**src/hdl/vas_pkg.sv**
```systemverilog
// Shared types, constants and helpers for the visual alignment supervisor.
`default_nettype none

package vas_pkg;

    // Pixel coordinate width used for error arithmetic
    localparam int COORD_BITS = 12;
    localparam int ERR_W      = COORD_BITS + 1;

    // Q8 scale factors and axis signs
    localparam int MM_PER_PX_Q8  = 64;
    localparam int DEG_PER_PX_Q8 = 64;
    localparam int X_SIGN        = 1;
    localparam int Y_SIGN        = 1;
    localparam int Z_SIGN        = 1;

    localparam int SCALE_W = 12;
    localparam logic signed [SCALE_W-1:0] X_SCALE = SCALE_W'(MM_PER_PX_Q8 * X_SIGN);
    localparam logic signed [SCALE_W-1:0] Y_SCALE = SCALE_W'(MM_PER_PX_Q8 * Y_SIGN);
    localparam logic signed [SCALE_W-1:0] Z_SCALE = SCALE_W'(DEG_PER_PX_Q8 * Z_SIGN);

    // Multiplier operand and product widths
    localparam int ROT_W  = 12;
    localparam int OPW    = (ERR_W > ROT_W) ? ERR_W : ROT_W;
    localparam int PROD_W = OPW + SCALE_W;

    localparam int AMOUNT_W = 23;
    localparam logic signed [PROD_W-1:0] AMOUNT_MAX = PROD_W'((64'sd1 <<< (AMOUNT_W - 1)) - 1);
    localparam logic signed [PROD_W-1:0] AMOUNT_MIN = PROD_W'(-(64'sd1 <<< (AMOUNT_W - 1)));

    // Stream widths
    localparam int IN_FIELDS_W  = 78;
    localparam int IN_TDATA_W   = ((IN_FIELDS_W + 7) / 8) * 8;
    localparam int OUT_FIELDS_W = 68;
    localparam int OUT_TDATA_W  = ((OUT_FIELDS_W + 7) / 8) * 8;

    // Job queue between front and back
    localparam int QDEPTH = 2;
    localparam int QPTR_W = (QDEPTH > 1) ? $clog2(QDEPTH) : 1;
    localparam int QCNT_W = $clog2(QDEPTH + 1);

    typedef enum logic [1:0] {
        CMD_START   = 2'd0,
        CMD_MEASURE = 2'd1,
        CMD_TICK    = 2'd2
    } cmd_t;

    typedef enum logic [1:0] {
        MODE_TRAY  = 2'd0,
        MODE_CALIB = 2'd1,
        MODE_RING  = 2'd2
    } task_code_t;

    typedef enum logic [1:0] {
        KIND_REQUEST   = 2'd0,
        KIND_ROTATE    = 2'd1,
        KIND_TRANSLATE = 2'd2,
        KIND_FINISHED  = 2'd3
    } kind_t;

    typedef enum logic [1:0] {
        ST_ALIGNED   = 2'd0,
        ST_TIMEOUT   = 2'd1,
        ST_EXHAUSTED = 2'd2,
        ST_DIVERGED  = 2'd3
    } status_t;

    typedef enum logic [2:0] {
        CFG_TRAY_X    = 3'd0,
        CFG_TRAY_Y    = 3'd1,
        CFG_CALIB_X   = 3'd2,
        CFG_CALIB_Y   = 3'd3,
        CFG_TOL_PX    = 3'd4,
        CFG_Z_TOL     = 3'd5,
        CFG_MAX_ROUND = 3'd6,
        CFG_TIMEOUT   = 3'd7
    } cfg_index_t;

    // One input item
    typedef struct packed {
        logic [1:0]         command;
        logic [1:0]         task_mode;
        logic [7:0]         ring_code;
        logic [15:0]        speed_limit;
        logic [15:0]        step_period;
        logic [11:0]        meas_x;
        logic [11:0]        meas_y;
        logic signed [11:0] meas_z;
    } in_item_t;

    // Work handed from front to back: optional moves, then one closing result
    typedef struct packed {
        logic [1:0]              task_id;
        logic [7:0]              color;
        logic [15:0]             speed;
        logic [15:0]             period;
        logic signed [ERR_W-1:0] ex;
        logic signed [ERR_W-1:0] ey;
        logic signed [ROT_W-1:0] ez;
        logic                    do_rot;
        logic                    do_x;
        logic                    do_y;
        logic                    tail_finish;
        logic [1:0]              status;
    } job_t;

    // One result item
    typedef struct packed {
        logic [1:0]                 kind;
        logic [1:0]                 task_id;
        logic [7:0]                 color;
        logic signed [AMOUNT_W-1:0] amount;
        logic                       axis;
        logic [15:0]                speed_out;
        logic [15:0]                period_out;
        logic [1:0]                 status;
        logic                       last;
    } res_t;

    // Take a 12-bit pixel coordinate to COORD_BITS bits
    function automatic logic [COORD_BITS-1:0] coord_trunc(input logic [11:0] v);
        logic [COORD_BITS-1:0] r;
        r = '0;
        for (int i = 0; i < COORD_BITS && i < 12; i++)
        begin
            r[i] = v[i];
        end
        return r;
    endfunction

endpackage

`default_nettype wire

```
**src/hdl/vas_front.sv**
```systemverilog
// Front end: config registers, task state, and classification of each item into a job.
`default_nettype none

module vas_front (
    input  wire logic              clk,
    input  wire logic              rst_n,
    input  wire logic              cfg_valid,
    input  wire logic [2:0]        cfg_index,
    input  wire logic [15:0]       cfg_data,
    input  wire logic              in_valid,
    output logic                   in_ready,
    input  wire vas_pkg::in_item_t in_item,
    output logic                   push_valid,
    input  wire logic              push_ready,
    output vas_pkg::job_t          push_job
);

    localparam int EW = vas_pkg::ERR_W;
    localparam int CB = vas_pkg::COORD_BITS;

    // Configuration registers
    logic [11:0] tray_x_reg, tray_y_reg, calib_x_reg, calib_y_reg;
    logic [7:0]  tol_px_reg, z_tol_reg, max_rounds_reg;
    logic [15:0] timeout_reg;

    // Task state
    logic [1:0]    task_reg, task_next;
    logic          waiting_reg, waiting_next;
    logic [7:0]    color_reg, color_next;
    logic [15:0]   speed_reg, speed_next;
    logic [15:0]   period_reg, period_next;
    logic [7:0]    round_reg, round_next;
    logic [15:0]   tick_reg, tick_next;
    logic [EW-1:0] prev_x_reg, prev_x_next;
    logic [EW-1:0] prev_y_reg, prev_y_next;
    logic [11:0]   prev_z_reg, prev_z_next;

    logic accept;

    // Measurement arithmetic
    logic                 calib;
    logic [CB-1:0]        tx, ty, mx, my;
    logic signed [EW-1:0] ex, ey;
    logic [EW-1:0]        ax, ay;
    logic signed [12:0]   ez_wide;
    logic [12:0]          az_wide;
    logic [11:0]          az;
    logic                 xin, yin, zin, diverge;
    logic [7:0]           round_inc;
    logic [15:0]          tick_inc;

    assign accept   = in_valid && push_ready;
    assign in_ready = push_ready;

    assign calib = (task_reg == vas_pkg::MODE_CALIB);
    assign tx = vas_pkg::coord_trunc(calib ? calib_x_reg : tray_x_reg);
    assign ty = vas_pkg::coord_trunc(calib ? calib_y_reg : tray_y_reg);
    assign mx = vas_pkg::coord_trunc(in_item.meas_x);
    assign my = vas_pkg::coord_trunc(in_item.meas_y);
    assign ex = $signed({1'b0, tx}) - $signed({1'b0, mx});
    assign ey = $signed({1'b0, ty}) - $signed({1'b0, my});
    assign ax = ex[EW-1] ? EW'(-ex) : EW'(ex);
    assign ay = ey[EW-1] ? EW'(-ey) : EW'(ey);
    assign ez_wide = 13'(in_item.meas_z);
    assign az_wide = ez_wide[12] ? 13'(-ez_wide) : 13'(ez_wide);
    assign az = calib ? az_wide[11:0] : 12'd0;

    assign xin = (ax <= EW'(tol_px_reg));
    assign yin = (ay <= EW'(tol_px_reg));
    assign zin = !calib || (az <= 12'(z_tol_reg));
    assign diverge = (round_reg != 8'd0) &&
                     (({1'b0, ax} > {prev_x_reg, 1'b0}) ||
                      ({1'b0, ay} > {prev_y_reg, 1'b0}) ||
                      (calib && ({1'b0, az} > {prev_z_reg, 1'b0})));

    assign round_inc = (round_reg == 8'hFF) ? round_reg : round_reg + 8'd1;
    assign tick_inc  = (tick_reg == 16'hFFFF) ? tick_reg : tick_reg + 16'd1;

    // Next state and job build
    always_comb
    begin
        task_next   = task_reg;
        waiting_next = waiting_reg;
        color_next  = color_reg;
        speed_next  = speed_reg;
        period_next = period_reg;
        round_next  = round_reg;
        tick_next   = tick_reg;
        prev_x_next = prev_x_reg;
        prev_y_next = prev_y_reg;
        prev_z_next = prev_z_reg;

        push_valid           = 1'b0;
        push_job.task_id     = task_reg;
        push_job.color       = 8'd0;
        push_job.speed       = speed_reg;
        push_job.period      = period_reg;
        push_job.ex          = ex;
        push_job.ey          = ey;
        push_job.ez          = in_item.meas_z;
        push_job.do_rot      = 1'b0;
        push_job.do_x        = 1'b0;
        push_job.do_y        = 1'b0;
        push_job.tail_finish = 1'b0;
        push_job.status      = vas_pkg::ST_ALIGNED;

        if (accept)
        begin
            // unknown command falls through all arms and is ignored
            if (in_item.command == vas_pkg::CMD_START)
            begin
                if (in_item.task_mode != 2'd3)
                begin
                    task_next    = in_item.task_mode;
                    color_next   = in_item.ring_code;
                    speed_next   = in_item.speed_limit;
                    period_next  = in_item.step_period;
                    round_next   = 8'd0;
                    tick_next    = 16'd0;
                    prev_x_next  = '0;
                    prev_y_next  = '0;
                    prev_z_next  = '0;
                    push_valid   = 1'b1;
                    push_job.task_id = in_item.task_mode;
                    push_job.speed   = in_item.speed_limit;
                    push_job.period  = in_item.step_period;
                    if (max_rounds_reg == 8'd0)
                    begin
                        waiting_next         = 1'b0;
                        push_job.tail_finish = 1'b1;
                        push_job.status      = vas_pkg::ST_EXHAUSTED;
                    end
                    else
                    begin
                        waiting_next = 1'b1;
                        if (in_item.task_mode == vas_pkg::MODE_RING)
                        begin
                            push_job.color = in_item.ring_code;
                        end
                    end
                end
            end
            else if (in_item.command == vas_pkg::CMD_MEASURE)
            begin
                if (waiting_reg)
                begin
                    push_valid = 1'b1;
                    if (xin && yin && zin)
                    begin
                        waiting_next         = 1'b0;
                        push_job.tail_finish = 1'b1;
                        push_job.status      = vas_pkg::ST_ALIGNED;
                    end
                    else if (diverge)
                    begin
                        waiting_next         = 1'b0;
                        push_job.tail_finish = 1'b1;
                        push_job.status      = vas_pkg::ST_DIVERGED;
                    end
                    else
                    begin
                        prev_x_next = ax;
                        prev_y_next = ay;
                        if (calib)
                        begin
                            prev_z_next = az;
                        end
                        push_job.do_rot = !zin;
                        push_job.do_x   = !xin;
                        push_job.do_y   = !yin;
                        round_next      = round_inc;
                        if (round_inc >= max_rounds_reg)
                        begin
                            waiting_next         = 1'b0;
                            push_job.tail_finish = 1'b1;
                            push_job.status      = vas_pkg::ST_EXHAUSTED;
                        end
                        else
                        begin
                            tick_next = 16'd0;
                            if (task_reg == vas_pkg::MODE_RING)
                            begin
                                push_job.color = color_reg;
                            end
                        end
                    end
                end
            end
            else if (in_item.command == vas_pkg::CMD_TICK)
            begin
                if (waiting_reg)
                begin
                    tick_next = tick_inc;
                    if (tick_inc >= timeout_reg)
                    begin
                        waiting_next         = 1'b0;
                        push_valid           = 1'b1;
                        push_job.tail_finish = 1'b1;
                        push_job.status      = vas_pkg::ST_TIMEOUT;
                    end
                end
            end
        end
    end

    // Configuration write
    always_ff @(posedge clk or negedge rst_n)
    begin
        if (!rst_n)
        begin
            tray_x_reg     <= 12'd320;
            tray_y_reg     <= 12'd240;
            calib_x_reg    <= 12'd320;
            calib_y_reg    <= 12'd240;
            tol_px_reg     <= 8'd5;
            z_tol_reg      <= 8'd5;
            max_rounds_reg <= 8'd10;
            timeout_reg    <= 16'd3000;
        end
        else if (cfg_valid)
        begin
            unique case (cfg_index)
                vas_pkg::CFG_TRAY_X:    tray_x_reg     <= cfg_data[11:0];
                vas_pkg::CFG_TRAY_Y:    tray_y_reg     <= cfg_data[11:0];
                vas_pkg::CFG_CALIB_X:   calib_x_reg    <= cfg_data[11:0];
                vas_pkg::CFG_CALIB_Y:   calib_y_reg    <= cfg_data[11:0];
                vas_pkg::CFG_TOL_PX:    tol_px_reg     <= cfg_data[7:0];
                vas_pkg::CFG_Z_TOL:     z_tol_reg      <= cfg_data[7:0];
                vas_pkg::CFG_MAX_ROUND: max_rounds_reg <= cfg_data[7:0];
                vas_pkg::CFG_TIMEOUT:   timeout_reg    <= cfg_data;
                default:                timeout_reg    <= timeout_reg;
            endcase
        end
    end

    // Task state registers
    always_ff @(posedge clk or negedge rst_n)
    begin
        if (!rst_n)
        begin
            task_reg    <= 2'd0;
            waiting_reg <= 1'b0;
            color_reg   <= 8'd0;
            speed_reg   <= 16'd0;
            period_reg  <= 16'd0;
            round_reg   <= 8'd0;
            tick_reg    <= 16'd0;
            prev_x_reg  <= '0;
            prev_y_reg  <= '0;
            prev_z_reg  <= '0;
        end
        else
        begin
            task_reg    <= task_next;
            waiting_reg <= waiting_next;
            color_reg   <= color_next;
            speed_reg   <= speed_next;
            period_reg  <= period_next;
            round_reg   <= round_next;
            tick_reg    <= tick_next;
            prev_x_reg  <= prev_x_next;
            prev_y_reg  <= prev_y_next;
            prev_z_reg  <= prev_z_next;
        end
    end

endmodule

`default_nettype wire

```
**src/hdl/vas_queue.sv**
```systemverilog
// Short job queue between the front end and the result sequencer.
`default_nettype none

module vas_queue (
    input  wire logic          clk,
    input  wire logic          rst_n,
    input  wire logic          push_valid,
    output logic               push_ready,
    input  wire vas_pkg::job_t push_job,
    output logic               pop_valid,
    input  wire logic          pop_ready,
    output vas_pkg::job_t      pop_job
);

    localparam int PW = vas_pkg::QPTR_W;
    localparam int CW = vas_pkg::QCNT_W;

    vas_pkg::job_t entry_reg [vas_pkg::QDEPTH];
    logic [PW-1:0] wr_ptr_reg, wr_ptr_next;
    logic [PW-1:0] rd_ptr_reg, rd_ptr_next;
    logic [CW-1:0] count_reg, count_next;
    logic          do_push, do_pop;

    assign push_ready = (count_reg != CW'(vas_pkg::QDEPTH));
    assign pop_valid  = (count_reg != '0);
    assign pop_job    = entry_reg[rd_ptr_reg];
    assign do_push    = push_valid && push_ready;
    assign do_pop     = pop_valid && pop_ready;

    // Pointer and fill count update
    always_comb
    begin
        wr_ptr_next = wr_ptr_reg;
        rd_ptr_next = rd_ptr_reg;
        count_next  = count_reg;
        if (do_push)
        begin
            wr_ptr_next = (wr_ptr_reg == PW'(vas_pkg::QDEPTH - 1)) ? '0 : wr_ptr_reg + PW'(1);
        end
        if (do_pop)
        begin
            rd_ptr_next = (rd_ptr_reg == PW'(vas_pkg::QDEPTH - 1)) ? '0 : rd_ptr_reg + PW'(1);
        end
        if (do_push && !do_pop)
        begin
            count_next = count_reg + CW'(1);
        end
        else if (do_pop && !do_push)
        begin
            count_next = count_reg - CW'(1);
        end
    end

    always_ff @(posedge clk or negedge rst_n)
    begin
        if (!rst_n)
        begin
            wr_ptr_reg <= '0;
            rd_ptr_reg <= '0;
            count_reg  <= '0;
        end
        else
        begin
            wr_ptr_reg <= wr_ptr_next;
            rd_ptr_reg <= rd_ptr_next;
            count_reg  <= count_next;
        end
    end

    // Entry storage
    always_ff @(posedge clk)
    begin
        if (do_push)
        begin
            entry_reg[wr_ptr_reg] <= push_job;
        end
    end

endmodule

`default_nettype wire

```
**src/hdl/vas_back.sv**
```systemverilog
// Result sequencer: turns one job into its moves and closing item, one per cycle while the output is taken.
`default_nettype none

module vas_back (
    input  wire logic          clk,
    input  wire logic          rst_n,
    input  wire logic          pop_valid,
    output logic               pop_ready,
    input  wire vas_pkg::job_t pop_job,
    output logic               out_valid,
    input  wire logic          out_ready,
    output vas_pkg::res_t      out_res
);

    localparam int OW = vas_pkg::OPW;
    localparam int PW = vas_pkg::PROD_W;
    localparam int AW = vas_pkg::AMOUNT_W;

    vas_pkg::job_t cur_reg, cur_next;
    logic          cur_valid_reg, cur_valid_next;
    vas_pkg::res_t out_reg, out_next;
    logic          out_valid_reg, out_valid_next;

    logic                                out_free, emit, is_tail;
    logic signed [OW-1:0]                op;
    logic signed [vas_pkg::SCALE_W-1:0]  scl;
    logic signed [PW-1:0]                prod;
    logic signed [AW-1:0]                amt;

    assign out_free  = !out_valid_reg || out_ready;
    assign emit      = cur_valid_reg && out_free;
    assign is_tail   = !cur_reg.do_rot && !cur_reg.do_x && !cur_reg.do_y;
    assign pop_ready = !cur_valid_reg || (emit && is_tail);

    // Pick the pending move: rotation first, then x, then y
    always_comb
    begin
        priority if (cur_reg.do_rot)
        begin
            op  = OW'(cur_reg.ez);
            scl = vas_pkg::Z_SCALE;
        end
        else if (cur_reg.do_x)
        begin
            op  = OW'(cur_reg.ex);
            scl = vas_pkg::X_SCALE;
        end
        else
        begin
            op  = OW'(cur_reg.ey);
            scl = vas_pkg::Y_SCALE;
        end
    end

    // Scale to Q8 and saturate
    assign prod = op * scl;
    assign amt  = (prod > vas_pkg::AMOUNT_MAX) ? vas_pkg::AMOUNT_MAX[AW-1:0] :
                  (prod < vas_pkg::AMOUNT_MIN) ? vas_pkg::AMOUNT_MIN[AW-1:0] :
                  prod[AW-1:0];

    // Build the next result item
    always_comb
    begin
        out_next.task_id    = cur_reg.task_id;
        out_next.color      = 8'd0;
        out_next.amount     = amt;
        out_next.axis       = 1'b0;
        out_next.speed_out  = cur_reg.speed;
        out_next.period_out = cur_reg.period;
        out_next.status     = vas_pkg::ST_ALIGNED;
        out_next.last       = 1'b0;
        out_next.kind       = vas_pkg::KIND_TRANSLATE;
        priority if (cur_reg.do_rot)
        begin
            out_next.kind = vas_pkg::KIND_ROTATE;
        end
        else if (cur_reg.do_x)
        begin
            out_next.kind = vas_pkg::KIND_TRANSLATE;
        end
        else if (cur_reg.do_y)
        begin
            out_next.axis = 1'b1;
        end
        else
        begin
            out_next.kind       = cur_reg.tail_finish ? vas_pkg::KIND_FINISHED
                                                      : vas_pkg::KIND_REQUEST;
            out_next.color      = cur_reg.tail_finish ? 8'd0 : cur_reg.color;
            out_next.status     = cur_reg.tail_finish ? cur_reg.status : vas_pkg::ST_ALIGNED;
            out_next.amount     = '0;
            out_next.speed_out  = 16'd0;
            out_next.period_out = 16'd0;
            out_next.last       = 1'b1;
        end
    end

    // Job register: load a new job or retire the move just sent
    always_comb
    begin
        cur_next       = cur_reg;
        cur_valid_next = cur_valid_reg;
        if (pop_ready)
        begin
            cur_valid_next = pop_valid;
            cur_next       = pop_job;
        end
        else if (emit)
        begin
            priority if (cur_reg.do_rot)
            begin
                cur_next.do_rot = 1'b0;
            end
            else if (cur_reg.do_x)
            begin
                cur_next.do_x = 1'b0;
            end
            else
            begin
                cur_next.do_y = 1'b0;
            end
        end
    end

    // Output register
    always_comb
    begin
        out_valid_next = out_valid_reg;
        if (emit)
        begin
            out_valid_next = 1'b1;
        end
        else if (out_ready)
        begin
            out_valid_next = 1'b0;
        end
    end

    always_ff @(posedge clk or negedge rst_n)
    begin
        if (!rst_n)
        begin
            cur_valid_reg <= 1'b0;
            out_valid_reg <= 1'b0;
        end
        else
        begin
            cur_valid_reg <= cur_valid_next;
            out_valid_reg <= out_valid_next;
        end
    end

    always_ff @(posedge clk)
    begin
        cur_reg <= cur_next;
        if (emit)
        begin
            out_reg <= out_next;
        end
    end

    assign out_valid = out_valid_reg;
    assign out_res   = out_reg;

endmodule

`default_nettype wire

```
**src/hdl/visual_alignment_supervisor.sv**
```systemverilog
// Top level of the visual alignment supervisor: stream ports, front, queue and back.
//
// A start item answers with one result (a vision request, or "rounds exhausted"
// when max_rounds is zero); a measurement answers with one to four results
// (rotate, x move, y move, then a request or a finish); a tick answers with a
// timeout finish or nothing. The front end classifies an item in the cycle it is
// accepted and can take a new item every cycle while the two-entry job queue
// has room; the back end sends one result per cycle while the output is taken,
// so a measurement with all three corrections sends four results. The first
// result passes the queue, job and output registers. Configuration is written
// through cfg_valid/cfg_index/cfg_data and is always ready.
`default_nettype none

module visual_alignment_supervisor (
    input  wire logic                            clk,
    input  wire logic                            rst_n,
    // configuration write
    input  wire logic                            cfg_valid,
    output logic                                 cfg_ready,
    input  wire logic [2:0]                      cfg_index,
    input  wire logic [15:0]                     cfg_data,
    // input items
    input  wire logic                            s_tvalid,
    output logic                                 s_tready,
    // task_mode[1:0], ring_code[9:2], speed_limit[25:10], step_period[41:26],
    // meas_x[53:42], meas_y[65:54], meas_z[77:66], zero fill
    input  wire logic [vas_pkg::IN_TDATA_W-1:0]  s_tdata,
    // command[1:0]
    input  wire logic [1:0]                      s_tuser,
    // result items
    output logic                                 m_tvalid,
    input  wire logic                            m_tready,
    // task_res[1:0], color[9:2], amount[32:10], axis[33], speed_out[49:34],
    // period_out[65:50], status[67:66], zero fill
    output logic [vas_pkg::OUT_TDATA_W-1:0]      m_tdata,
    // kind[1:0]
    output logic [1:0]                           m_tuser,
    output logic                                 m_tlast
);

    vas_pkg::in_item_t in_item;
    vas_pkg::job_t     push_job, pop_job;
    vas_pkg::res_t     res;
    logic              push_valid, push_ready, pop_valid, pop_ready;

    assign cfg_ready = 1'b1;

    // Unpack the input item
    assign in_item.command     = s_tuser;
    assign in_item.task_mode   = s_tdata[1:0];
    assign in_item.ring_code   = s_tdata[9:2];
    assign in_item.speed_limit = s_tdata[25:10];
    assign in_item.step_period = s_tdata[41:26];
    assign in_item.meas_x      = s_tdata[53:42];
    assign in_item.meas_y      = s_tdata[65:54];
    assign in_item.meas_z      = s_tdata[77:66];

    vas_front u_front (
        .clk        (clk),
        .rst_n      (rst_n),
        .cfg_valid  (cfg_valid),
        .cfg_index  (cfg_index),
        .cfg_data   (cfg_data),
        .in_valid   (s_tvalid),
        .in_ready   (s_tready),
        .in_item    (in_item),
        .push_valid (push_valid),
        .push_ready (push_ready),
        .push_job   (push_job)
    );

    vas_queue u_queue (
        .clk        (clk),
        .rst_n      (rst_n),
        .push_valid (push_valid),
        .push_ready (push_ready),
        .push_job   (push_job),
        .pop_valid  (pop_valid),
        .pop_ready  (pop_ready),
        .pop_job    (pop_job)
    );

    vas_back u_back (
        .clk       (clk),
        .rst_n     (rst_n),
        .pop_valid (pop_valid),
        .pop_ready (pop_ready),
        .pop_job   (pop_job),
        .out_valid (m_tvalid),
        .out_ready (m_tready),
        .out_res   (res)
    );

    // Pack the result item
    assign m_tdata = {{(vas_pkg::OUT_TDATA_W - vas_pkg::OUT_FIELDS_W){1'b0}},
                      res.status, res.period_out, res.speed_out, res.axis,
                      res.amount, res.color, res.task_id};
    assign m_tuser = res.kind;
    assign m_tlast = res.last;

    // A move is always followed by more items of the same answer
    a_more_follows: assert property (@(posedge clk) disable iff (!rst_n)
        m_tvalid && m_tready && !m_tlast |=> m_tvalid)
        else $error("non-final result not followed by another");

    // Requests and finishes close an answer; moves never do
    a_tail_last: assert property (@(posedge clk) disable iff (!rst_n)
        m_tvalid && (m_tuser == vas_pkg::KIND_REQUEST || m_tuser == vas_pkg::KIND_FINISHED)
        |-> m_tlast)
        else $error("request or finish without last");

    a_move_not_last: assert property (@(posedge clk) disable iff (!rst_n)
        m_tvalid && (m_tuser == vas_pkg::KIND_ROTATE || m_tuser == vas_pkg::KIND_TRANSLATE)
        |-> !m_tlast && res.status == vas_pkg::ST_ALIGNED && res.color == 8'd0)
        else $error("move carries last, status or color");

endmodule

`default_nettype wire

```
**config.mk**
```make
export PLATFORM = sky130hd
export DESIGN_NAME = visual_alignment_supervisor
export DESIGN_NICKNAME = d
export VERILOG_FILES = /design/src/hdl/vas_pkg.sv /design/src/hdl/vas_front.sv /design/src/hdl/vas_queue.sv /design/src/hdl/vas_back.sv /design/src/hdl/visual_alignment_supervisor.sv
export SDC_FILE = /design/constraint.sdc
export NUM_CORES = 1
export LEC_CHECK = 0
export ABC_CLOCK_PERIOD_IN_PS = 13700
export BUFFER_PORTS_ARGS = -buffer_cell sky130_fd_sc_hd__buf_4
export CELL_PAD_IN_SITES_DETAIL_PLACEMENT = 0
export CELL_PAD_IN_SITES_GLOBAL_PLACEMENT = 1
export CORE_MARGIN = 8
export CORE_UTILIZATION = 50
export CTS_BUF_LIST = sky130_fd_sc_hd__clkbuf_2
export CTS_CLUSTER_DIAMETER = 40
export DETAILED_ROUTE_END_ITERATION = 12
export GPL_TIMING_DRIVEN = 0
export PLACE_DENSITY = 0.92
export SLEW_MARGIN = 20
export SYNTH_ARGS = -nofsm -noshare
export SYNTH_HDL_FRONTEND = slang
export SYNTH_SLANG_ARGS = --single-unit
```
**constraint.sdc**
```tcl
create_clock -name clk -period 13.7 [get_ports clk]
set_clock_uncertainty 0.05 [all_clocks]
set_input_delay 0.685 -clock clk [delete_from_list [all_inputs] [get_ports clk]]
set_output_delay 0.685 -clock clk [all_outputs]
set_load 0.01 [all_outputs]
```
==> results.sh, run 1 <==
export IMPL_status="completed"
export IMPL_dpl_hpwl_mm=42.8
export IMPL_grt_max_degree=92
export IMPL_netlist_area_um2=25300
export IMPL_clkLatencyLatePin_ns=1.12
export IMPL_drv_cap=0
export IMPL_clockBufferDepth=3
export IMPL_rsz0062_at_grt="false"
export IMPL_min_to="u_queue.entry_reg[0][19]"
export IMPL_start_util=0.504
export IMPL_firstDrtPassIters=5
export IMPL_fin_crit_sh=0.567
export IMPL_clk_pin_slew_ns=0.10
export IMPL_r2r_start="u_front.task_reg[1]"
export IMPL_drv_slew=0
export IMPL_gp_congestion=0.886
export IMPL_avgViaCountPerCell=5.45
export IMPL_final_layout_size_suffix_gt1_frac=0.287
export IMPL_syn_inst=2015
export IMPL_p_leak_nw=12.5
export IMPL_synth_largest_area_cell="edfxtp_1"
export IMPL_cts_sinks=518
export IMPL_vias=17500
export IMPL_grt_pass1_wl_mm=93.5
export IMPL_setup_tns_ns=0
export IMPL_num_fill_cells=3950
export IMPL_yosysTopAreaCellShare=0.379
export IMPL_slowest_stage="a31oi_1"
export IMPL_row_count=82
export IMPL_cp_start_kind="flop"
export IMPL_antenna_found_initial=4
export IMPL_layout_nets=2638
export IMPL_drtIter0Drc=1475
export IMPL_hold_class="in -> reg"
export IMPL_setup_viol=0
export IMPL_holdPathStages=3
export IMPL_crit_path_max_fanout=11
export IMPL_chipHeight_um=241
export IMPL_synth_most_common_cell="edfxtp_1"
export IMPL_preCtsSetupSlack_ns=6.09
export IMPL_yosysSeqAreaShare=0.578
export IMPL_netlist_top_cells_count="edfxtp_1 (319), mux2_2 (239), nand2_1 (196)"
export IMPL_io_buffers=167
export IMPL_cts_resized_gates=0
export IMPL_power_density_nw_per_um2=210
export IMPL_pin_count=184
export IMPL_max_vdd_ir_drop_mv=0.102
export IMPL_cts_tree="built"
export IMPL_ys_types=88
export IMPL_max_freq_ghz=0.129
export IMPL_worstMarginPinSlew_ns=1.13
export IMPL_hold_viol_final=0
export IMPL_grt_overflow_total=0
export IMPL_htree_levels=4
export IMPL_postRouteAntennaNets=0
export IMPL_largest_register_ffs=172
export IMPL_wire_per_inst_um=18.9
export IMPL_min_delay_start="s_tdata[55]"
export IMPL_rrSetupSlack_ns=5.93
export IMPL_ys_top_cells_by_area="edfxtp_1 (38%), dfrtp_1 (17%), mux2_2 (11%), ha_1 (5.6%), nand2_1 (2.9%)"
export IMPL_avgSynthCellArea_um2=12.5
export IMPL_max_stage_delay_ns=0.69
export IMPL_drt_total_wl_mm=60.5
export IMPL_post_route_drc_count=0
export IMPL_ys_seq_elements=518
export IMPL_grt_pass1_vias=17700
export IMPL_relSlewSlack=0.241
export IMPL_synth_edf_count=319
export IMPL_numCtsBuffers=133
export IMPL_clockRootBuffer="clkbuf_2"
export IMPL_final_critical_path_setup_slack_ns=5.93
export IMPL_die_area_um2=58000
export IMPL_grt_usage=0.205
export IMPL_ys_warn_count=0
export IMPL_r2r_end="u_queue.entry_reg[0][76]"
export IMPL_cp_arrival_ns=8.62
export IMPL_rr_worst_depth=26
export IMPL_period_minus_slack_ns=7.77
export IMPL_ys_flop_type="edfxtp_1"
export IMPL_ys_async_sr_fraction=0.384
export IMPL_die_x_um=241
export IMPL_critical_path_class="reg -> reg"
export IMPL_area_growth_pct=17.7
export IMPL_endpoint_kind="flop"
export IMPL_crit_required_ns=14.55
export IMPL_coreArea_um2=50100
-- layout by cell type, fill, tap and decap left out, types with 22 or more instances in the layout --
master / netlist / final
xnor2_1: 30 / 30
a21o_1: 27 / 27
nand2_1: 196 / 196
nor2_1: 90 / 89
dfstp_2: 25 / 25
nand3_1: 30 / 30
inv_1: 130 / 129
xor2_1: 22 / 22
buf_4: 16 / 182
and2_1: 46 / 46
clkbuf_2: 0 / 203
nor3_1: 31 / 31
mux2i_1: 26 / 26
o21ai_0: 69 / 69
dlygate4sd3_1: 0 / 80
dfrtp_1: 174 / 174
a21oi_1: 45 / 45
mux2_2: 239 / 239
clkbuf_1: 57 / 57
edfxtp_1: 319 / 319
ha_1: 114 / 114
-- cell type report --
class,instances,area (um2),area share
Sequential cell,518,14600,0.491
Multi-Input combinational cell,1283,9810,0.330
Timing Repair Buffer,257,2290,0.0771
Clock buffer,203,1020,0.0342
Tap cell,672,841,0.0283
Inverter,132,498,0.0167
Buffer,91,427,0.0143
Clock inverter,39,249,0.00837
Antenna cell,9,22.5,0.000757
-- per-stage QoR --
stage	area (um2)	hold slack (ns)	total power, mW	util	instances
after floorplan	25300	0.339	4.32	-	2024
after global placement	27400	0.357	5.00	0.547	2863
after detailed placement	27600	0.356	5.14	0.552	2872
after CTS	29700	0.00132	6.25	0.594	3195
after global routing	29700	-0.00458	6.68	0.594	3200
final	29700	0.134	6.25	0.594	3204
-- worst max path at each step --
stage,cells after the start,to,slack [ns],from
final,26,u_queue.entry_reg[0][76],5.93,u_front.task_reg[1]
after global routing,27,u_front.prev_y_reg[10],5.46,u_front.task_reg[1]
after CTS,26,u_queue.entry_reg[0][76],6.02,u_front.task_reg[1]
after detailed placement,26,u_queue.entry_reg[0][76],6.09,u_front.task_reg[1]
after global placement,21,u_queue.entry_reg[0][23],3.40,u_front.tick_reg[3]
after floorplan,21,u_queue.entry_reg[0][0],6.09,u_front.tick_reg[3]
-- what timing repair did --
action | CTS | global route
hold endpoints to repair | 434 | 0
hold buffers | 81 | 0
buffers inserted | 0 | 0
-- power breakdown --
part | total, mW | internal (mW) | leakage [nW] | switching (mW)
sequential | 2.29 | 2.14 | 5.38 | 0.148
combinational | 2.89 | 1.20 | 6.15 | 1.68
clock | 1.07 | 0.441 | 0.975 | 0.631
-- logic make-up (layout without fill, tap and decap cells) --
kind of cell | Yosys count | count (layout) | share of synthesized area
compound gates | 320 | 320 | 0.0902
other cells | 2 | 20 | 0.000297
buf+inv | 223 | 722 | 0.0365
fa+ha+maj | 116 | 116 | 0.0581
mux | 267 | 267 | 0.118
flops | 518 | 518 | 0.578
xor+xnor | 55 | 55 | 0.0207
simple gates | 514 | 514 | 0.0989
-- metal layers --
| layer | up-vias | track usage | wire length [um] |
|---|---|---|---|
| li1 | 8230 | - | - |
| met1 | 8483 | 0.264 | 26200 |
| met2 | 666 | 0.337 | 28900 |
| met3 | 83 | 0.0487 | 4010 |
| met4 | 0 | 0.0692 | 1350 |
| met5 | - | 0 | 0 |
-- worst max-delay path: cells and delay by family (launching register included) --
| kind | cells | cell delay, ns |
|---|---|---|
| compound gates | 11 | 2.85 |
| buf+inv | 4 | 1.40 |
| simple gates | 6 | 1.22 |
| fa+ha+maj | 3 | 1.01 |
| flops | 1 | 0.39 |
| xor+xnor | 1 | 0.36 |
| mux | 1 | 0.27 |
(Power assumes the default switching activity.)
==> run 2: changes to the inputs <==
--- a/config.mk
+++ b/config.mk
@@ -5,7 +5,7 @@
 export SDC_FILE = /design/constraint.sdc
 export NUM_CORES = 1
 export LEC_CHECK = 0
-export ABC_CLOCK_PERIOD_IN_PS = 13700
+export ABC_CLOCK_PERIOD_IN_PS = 7550
 export BUFFER_PORTS_ARGS = -buffer_cell sky130_fd_sc_hd__buf_4
 export CELL_PAD_IN_SITES_DETAIL_PLACEMENT = 0
 export CELL_PAD_IN_SITES_GLOBAL_PLACEMENT = 1
==> constraint.sdc (replaced) <==
create_clock -name clk -period 7.55 [get_ports clk]
set_clock_uncertainty 0.05 [all_clocks]
set_input_delay 0.3775 -clock clk [delete_from_list [all_inputs] [get_ports clk]]
set_output_delay 0.3775 -clock clk [all_outputs]
set_load 0.01 [all_outputs]
==> results.sh, run 2 (synthesized netlist as in run 1, its figures left out) <==
export IMPL_avgViaCountPerCell=5.46
export IMPL_clk_pin_slew_ns=0.10
export IMPL_htree_levels=4
export IMPL_clockBufferDepth=3
export IMPL_multi_input_area_um2=9830
export IMPL_setup_viol=0
export IMPL_final_common_cell="edfxtp_1"
export IMPL_grt_max_degree=85
export IMPL_p_seq_frac=0.363
export IMPL_chipHeight_um=241
export IMPL_placed_area_um2=27700
export IMPL_power_density_nw_per_um2=375
export IMPL_clockRootBuffer="clkbuf_2"
export IMPL_numCtsBuffers=132
export IMPL_p_switching_mw=4.54
export IMPL_vias=17900
export IMPL_setup_tns_ns=0
export IMPL_post_route_drc_count=0
export IMPL_antenna_found_initial=2
export IMPL_io_buffers=167
export IMPL_drv_cap=0
export IMPL_hold_class="in -> reg"
export IMPL_rsz0062_at_grt="false"
export IMPL_cp_start_kind="flop"
export IMPL_firstDrtPassIters=7
export IMPL_clkLatencyLatePin_ns=1.14
export IMPL_intPower_mw=6.94
export IMPL_drt_total_wl_mm=63.8
export IMPL_row_count=82
export IMPL_clkPwrFrac=0.175
export IMPL_power_frac_comb=0.462
export IMPL_endpoint_kind="flop"
export IMPL_die_x_um=241
export IMPL_cts_tree="built"
export IMPL_dpl_hpwl_mm=42.6
export IMPL_critical_path_class="reg -> reg"
export IMPL_final_cell_mix="edfxtp_1 (319), mux2_2 (239), clkbuf_2 (208)"
export IMPL_start_util=0.504
export IMPL_postRouteAntennaNets=0
export IMPL_power_mw=11.5
export IMPL_hold_viol_final=0
export IMPL_cts_sinks=518
export IMPL_cp_arrival_ns=7.97
export IMPL_fin_util=0.612
export IMPL_max_freq_ghz=0.142
export IMPL_wire_per_inst_um=19.4
export IMPL_num_fill_cells=3806
export IMPL_pin_count=184
export IMPL_max_vdd_ir_drop_mv=0.176
export IMPL_period_minus_slack_ns=7.04
export IMPL_worstMarginPinSlew_ns=0.825
export IMPL_drv_slew=0
export IMPL_crit_path_max_fanout=10
export IMPL_relSlewSlack=0.436
export IMPL_switching_share=0.395
export IMPL_p_leak_nw=12.9
export IMPL_final_cell_area_um2=30700
export IMPL_status="completed"
export IMPL_fin_cells=3284
export IMPL_drtIter0Drc=1187
export IMPL_largest_register_ffs=172
export IMPL_coreArea_um2=50100
export IMPL_grt_usage=0.217
export IMPL_die_area_um2=58000
export IMPL_final_layout_size_suffix_gt1_frac=0.279
export IMPL_seq_area_um2=14600
export IMPL_fin_crit_sh=0.933
export IMPL_grt_pass1_vias=18500
export IMPL_layout_nets=2722
export IMPL_gp_congestion=0.877
export IMPL_dp_cells=2873
export IMPL_area_growth_pct=21.3
export IMPL_grt_pass1_wl_mm=98.7
export IMPL_crit_required_ns=8.47
export IMPL_grt_overflow_total=0
[run 2: changes by cell type in the layout (fill, tap and decap cells not counted), moves of 2 or more]
cell / before / now
diode_2: 9 / 4
clkbuf_1: 57 / 53
dlygate4sd3_1: 80 / 165
buf_16: 4 / 6
inv_2: 7 / 2
clkinv_4: 5 / 2
clkbuf_2: 203 / 208
clkinv_1: 18 / 22
[run 2: timing repair]
action,4_1_cts,5_1_grt
buffers inserted,0,0
hold buffers,163,3
endpoints found under the hold margin,540,5
setup endpoints to repair,71,83
gates cloned,0,0
gates resized for setup,2,8
[run 2: through the flow]
step	worst slack [ns]	hold slack (ns)
floorplan	1.38	0.0319
global placement	-0.505	0.354
detailed placement	-0.134	0.244
CTS	0.176	0.000344
global route	0.0660	-0.00747
finish	0.506	0.0564
[run 2: path summary, 6_finish.rpt]
check,startpoint,to,depth (start not counted),slack [ns]
max,u_front.task_reg[0],u_queue.entry_reg[0][79],24,0.51
min,s_tdata[62],u_queue.entry_reg[1][26],4,0.06
max reg2reg,u_front.task_reg[0],u_queue.entry_reg[0][79],24,0.51
min reg2reg,u_back.cur_reg[85],u_back.out_res[68],0,0.38
max in group asynchronous,rst_n,u_front.prev_z_reg[3],5,6.43
min in group asynchronous,rst_n,u_front.max_rounds_reg[2],4,0.30
[run 2: layer usage]
layer / routed length (um) / GRT usage / vias up
met5: 0 / 0 / -
met4: 1810 / 0.0840 / 0
met3: 4560 / 0.0516 / 114
met2: 30800 / 0.363 / 688
met1: 26600 / 0.273 / 8759
li1: - / - / 8381
[run 2: layout make-up]
| cell class | count | area share |
|---|---|---|
| multi-input combinational | 1283 | 0.321 |
| antenna | 4 | 0.000327 |
| clock buffer | 205 | 0.0335 |
| clock inverter | 37 | 0.00825 |
| buffer | 90 | 0.0140 |
| timing repair buffer | 343 | 0.104 |
| tap | 672 | 0.0274 |
| sequential | 518 | 0.476 |
| inverter | 132 | 0.0162 |
[run 2: power groups by stage]
stage               Sequential [mW]  Clock, mW  Combinational [mW]
CTS                            4.15       2.02                5.22
global placement               4.21          0                4.87
detailed placement             4.21          0                5.12
global route                   4.23       2.20                5.85
floorplan                      4.18          0                3.66
finish                         4.17       2.01                5.30
[run 2: critical path: stages, from the launching register on]
cell and delay [ns]:
dfrtp_1 0.42, nor2b_1 0.15, clkbuf_1 0.43, clkbuf_1 0.49, nand2_1 0.12, nand2_1 0.08, ha_1 0.30, a21o_1 0.21
a221oi_1 0.31, o211ai_1 0.40, a221oi_1 0.62, nand2_1 0.20, nor4_1 0.45, ha_1 0.34, nand2_1 0.10, nor3_1 0.06
a211o_1 0.28, a31o_2 0.25, a32oi_1 0.21, a21boi_1 0.14, a221oi_4 0.45, and4_1 0.29, buf_2 0.22, a22oi_1 0.12
nor2_1 0.18
==> run 3: changes to the inputs <==
--- a/config.mk
+++ b/config.mk
@@ -6,7 +6,6 @@
 export NUM_CORES = 1
 export LEC_CHECK = 0
 export ABC_CLOCK_PERIOD_IN_PS = 7550
-export BUFFER_PORTS_ARGS = -buffer_cell sky130_fd_sc_hd__buf_4
 export CELL_PAD_IN_SITES_DETAIL_PLACEMENT = 0
 export CELL_PAD_IN_SITES_GLOBAL_PLACEMENT = 1
 export CORE_MARGIN = 8
@@ -14,9 +13,11 @@
 export CTS_BUF_LIST = sky130_fd_sc_hd__clkbuf_2
 export CTS_CLUSTER_DIAMETER = 40
 export DETAILED_ROUTE_END_ITERATION = 12
+export DONT_BUFFER_PORTS = 1
 export GPL_TIMING_DRIVEN = 0
-export PLACE_DENSITY = 0.92
+export PLACE_DENSITY = 0.89
 export SLEW_MARGIN = 20
 export SYNTH_ARGS = -nofsm -noshare
 export SYNTH_HDL_FRONTEND = slang
+export SYNTH_HIERARCHICAL = 1
 export SYNTH_SLANG_ARGS = --single-unit
==> results.sh, run 3 <==
export IMPL_status="completed"
export IMPL_htree_levels=4
export IMPL_clkLatencyLatePin_ns=1.30
export IMPL_max_vdd_ir_drop_mv=0.196
export IMPL_power_mw=11.6
export IMPL_r2r_start="u_front/task_reg[1]"
export IMPL_ys_warn_count=6
export IMPL_crit_path_max_fanout=10
export IMPL_p_leak_nw=12.7
export IMPL_critPathMostFrequentCell="nand2_1"
export IMPL_clockBufferDepth=3
export IMPL_post_route_drc_count=0
export IMPL_postRouteAntennaNets=0
export IMPL_hold_class="in -> reg"
export IMPL_grt_pass1_vias=18700
export IMPL_ys_async_sr_fraction=0.384
export IMPL_cp_start_kind="flop"
export IMPL_clk_pin_slew_ns=0.11
export IMPL_vias=17600
export IMPL_numCtsBuffers=135
export IMPL_netlist_top_cells_count="edfxtp_1 (319), mux2_2 (211), dfrtp_1 (174)"
export IMPL_netlist_area_um2=25700
export IMPL_cts_tree="built"
export IMPL_hold_viol_final=0
export IMPL_period_minus_slack_ns=7.21
export IMPL_min_to="u_queue/entry_reg[1][29]"
export IMPL_crit_required_ns=8.65
export IMPL_largest_register_ffs=172
export IMPL_io_buffers=0
export IMPL_pin_count=184
export IMPL_cts_sinks=518
export IMPL_final_cell_mix="edfxtp_1 (319), dlygate4sd3_1 (245), mux2_2 (211)"
export IMPL_firstDrtPassIters=5
export IMPL_gp_congestion=0.931
export IMPL_area_growth_pct=19.8
export IMPL_wire_per_inst_um=20.0
export IMPL_synth_most_common_cell="edfxtp_1"
export IMPL_synth_edf_count=319
export IMPL_fin_crit_sh=0.955
export IMPL_rr_worst_depth=27
export IMPL_ys_flop_type="edfxtp_1"
export IMPL_grt_max_degree=175
export IMPL_dp_cells=2727
export IMPL_relSlewSlack=0.349
export IMPL_avgViaCountPerCell=5.44
export IMPL_antenna_found_initial=6
export IMPL_worstMarginPinSlew_ns=0.977
export IMPL_max_freq_ghz=0.139
export IMPL_coreArea_um2=51100
export IMPL_slowest_stage="or4_1"
export IMPL_avgSynthCellArea_um2=12.7
export IMPL_power_density_nw_per_um2=378
export IMPL_syn_inst=2029
export IMPL_drv_cap=0
export IMPL_min_delay_start="s_tdata[61]"
export IMPL_start_util=0.503
export IMPL_grt_usage=0.219
export IMPL_die_x_um=243
export IMPL_cp_top_family="simple AND/OR/NAND/NOR gates"
export IMPL_clockRootBuffer="clkbuf_2"
export IMPL_synth_largest_area_cell="edfxtp_1"
export IMPL_ys_seq_elements=518
export IMPL_r2r_end="u_queue/entry_reg[0][77]"
export IMPL_endpoint_kind="flop"
export IMPL_yosysSeqAreaShare=0.568
export IMPL_die_area_um2=58900
export IMPL_yosysTopAreaCellShare=0.373
export IMPL_row_count=83
export IMPL_ys_types=95
export IMPL_grt_overflow_total=0
export IMPL_fin_util=0.603
export IMPL_final_layout_size_suffix_gt1_frac=0.246
export IMPL_cp_arrival_ns=8.31
export IMPL_critical_path_buf_inv_count=4
export IMPL_chipHeight_um=243
export IMPL_rrSetupSlack_ns=0.34
export IMPL_ys_top_cells_by_area="edfxtp_1 (37%), dfrtp_1 (17%), mux2_2 (9.2%), ha_1 (5.6%), dfstp_2 (2.6%)"
export IMPL_dpl_hpwl_mm=42.3
export IMPL_drv_slew=0
export IMPL_drtIter0Drc=1163
export IMPL_grt_pass1_wl_mm=102
export IMPL_critical_path_class="reg -> reg"
export IMPL_max_stage_delay_ns=0.64
export IMPL_fin_cells=3230
export IMPL_layout_nets=2654
export IMPL_final_common_cell="edfxtp_1"
export IMPL_holdPathStages=6
export IMPL_drt_total_wl_mm=64.7
export IMPL_setup_viol=0
export IMPL_num_fill_cells=3976
-- run 3: final cells by class --
type                            instances  area (um2)  area share
Sequential cell                       518       14600       0.474
Clock buffer                          197         986      0.0320
Tap cell                              680         851      0.0276
Timing Repair Buffer                  258        2770      0.0900
Buffer                                101         607      0.0197
Antenna cell                           11        27.5    0.000894
Inverter                              129         485      0.0158
Clock inverter                         48         377      0.0122
Multi-Input combinational cell       1288       10100       0.328
-- run 3: worst max path at each step --
stage                          endpoint                 from  cells past startpoint
5_1_grt        u_queue/entry_reg[0][77]  u_front/task_reg[1]                     27
3_5_place_dp      u_front/prev_z_reg[2]  u_front/task_reg[0]                     27
2_1_floorplan   u_queue/entry_reg[0][0]  u_front/tick_reg[3]                     21
3_3_place_gp   u_queue/entry_reg[0][13]  u_front/tick_reg[3]                     21
6_report       u_queue/entry_reg[0][77]  u_front/task_reg[1]                     27
4_1_cts        u_queue/entry_reg[0][77]  u_front/task_reg[0]                     27
-- run 3: routing by layer --
metal,vias up,track usage,share of wire
met5,-,0,0
met4,0,0.0986,0.034
met3,145,0.0496,0.056
met2,579,0.375,0.50
met1,8550,0.260,0.41
li1,8298,-,-
-- run 3: per-stage QoR --
stage | setup TNS (ns) | cell area, um2 | hold slack [ns] | setup WS [ns]
2_1_floorplan | 0 | 25700 | 0.0319 | 0.123
3_3_place_gp | -223.85 | 26600 | 0.0485 | -2.46
3_5_place_dp | -24.42 | 26800 | 0.0486 | -0.477
4_1_cts | 0 | 30700 | 0.0110 | 0.180
5_1_grt | -0.00432 | 30800 | 0.0438 | -0.00432
6_report | 0 | 30800 | 0.156 | 0.343
-- run 3: worst reg2reg max path, stage by stage (launching register included) --
cell and delay, ns:
dfrtp_1 0.39, nand2b_2 0.35, buf_2 0.37, clkbuf_2 0.30
nand2_1 0.08, nand2_1 0.08, ha_1 0.30, a21o_1 0.25
nor3_2 0.32, a211oi_2 0.19, o311ai_1 0.40, nand2_1 0.17
clkbuf_1 0.26, and2_1 0.22, or3_1 0.38, ha_1 0.31
o21ai_0 0.19, nor2_1 0.07, nor2_1 0.09, a211oi_1 0.06
a21oi_1 0.15, o22ai_1 0.12, or4_1 0.64, o21ai_4 0.31
o21ai_4 0.16, nor2_2 0.28, buf_2 0.31, a32o_1 0.28
-- run 3: what timing repair did --
action / in CTS / in global routing
hold buffers: 247 / 0
gates resized for setup: 4 / 9
hold endpoints to repair: 703 / 0
endpoints found under the setup margin: 83 / 80
pin swaps: 1 / 0
buffers inserted: 1 / 0
-- run 3: where the power goes --
group	switching, mW	internal (mW)	leakage, nW
sequential	0.335	3.88	5.42
combinational	3.00	2.33	6.29
clock	1.21	0.895	1.01
-- run 3: kinds of logic (layout without fill, tap and decap cells) --
kind of cell	count (synthesis)	after routing	synth area share
DFF	518	518	0.568
adders and majority gates	117	117	0.0576
and+or+nand+nor	512	512	0.104
xor gates and xnor gates	51	51	0.0179
AOI/OAI and AO/OA	351	351	0.0980
muxes	246	246	0.112
buffers and inverters	231	733	0.0425
other	3	22	0.000438
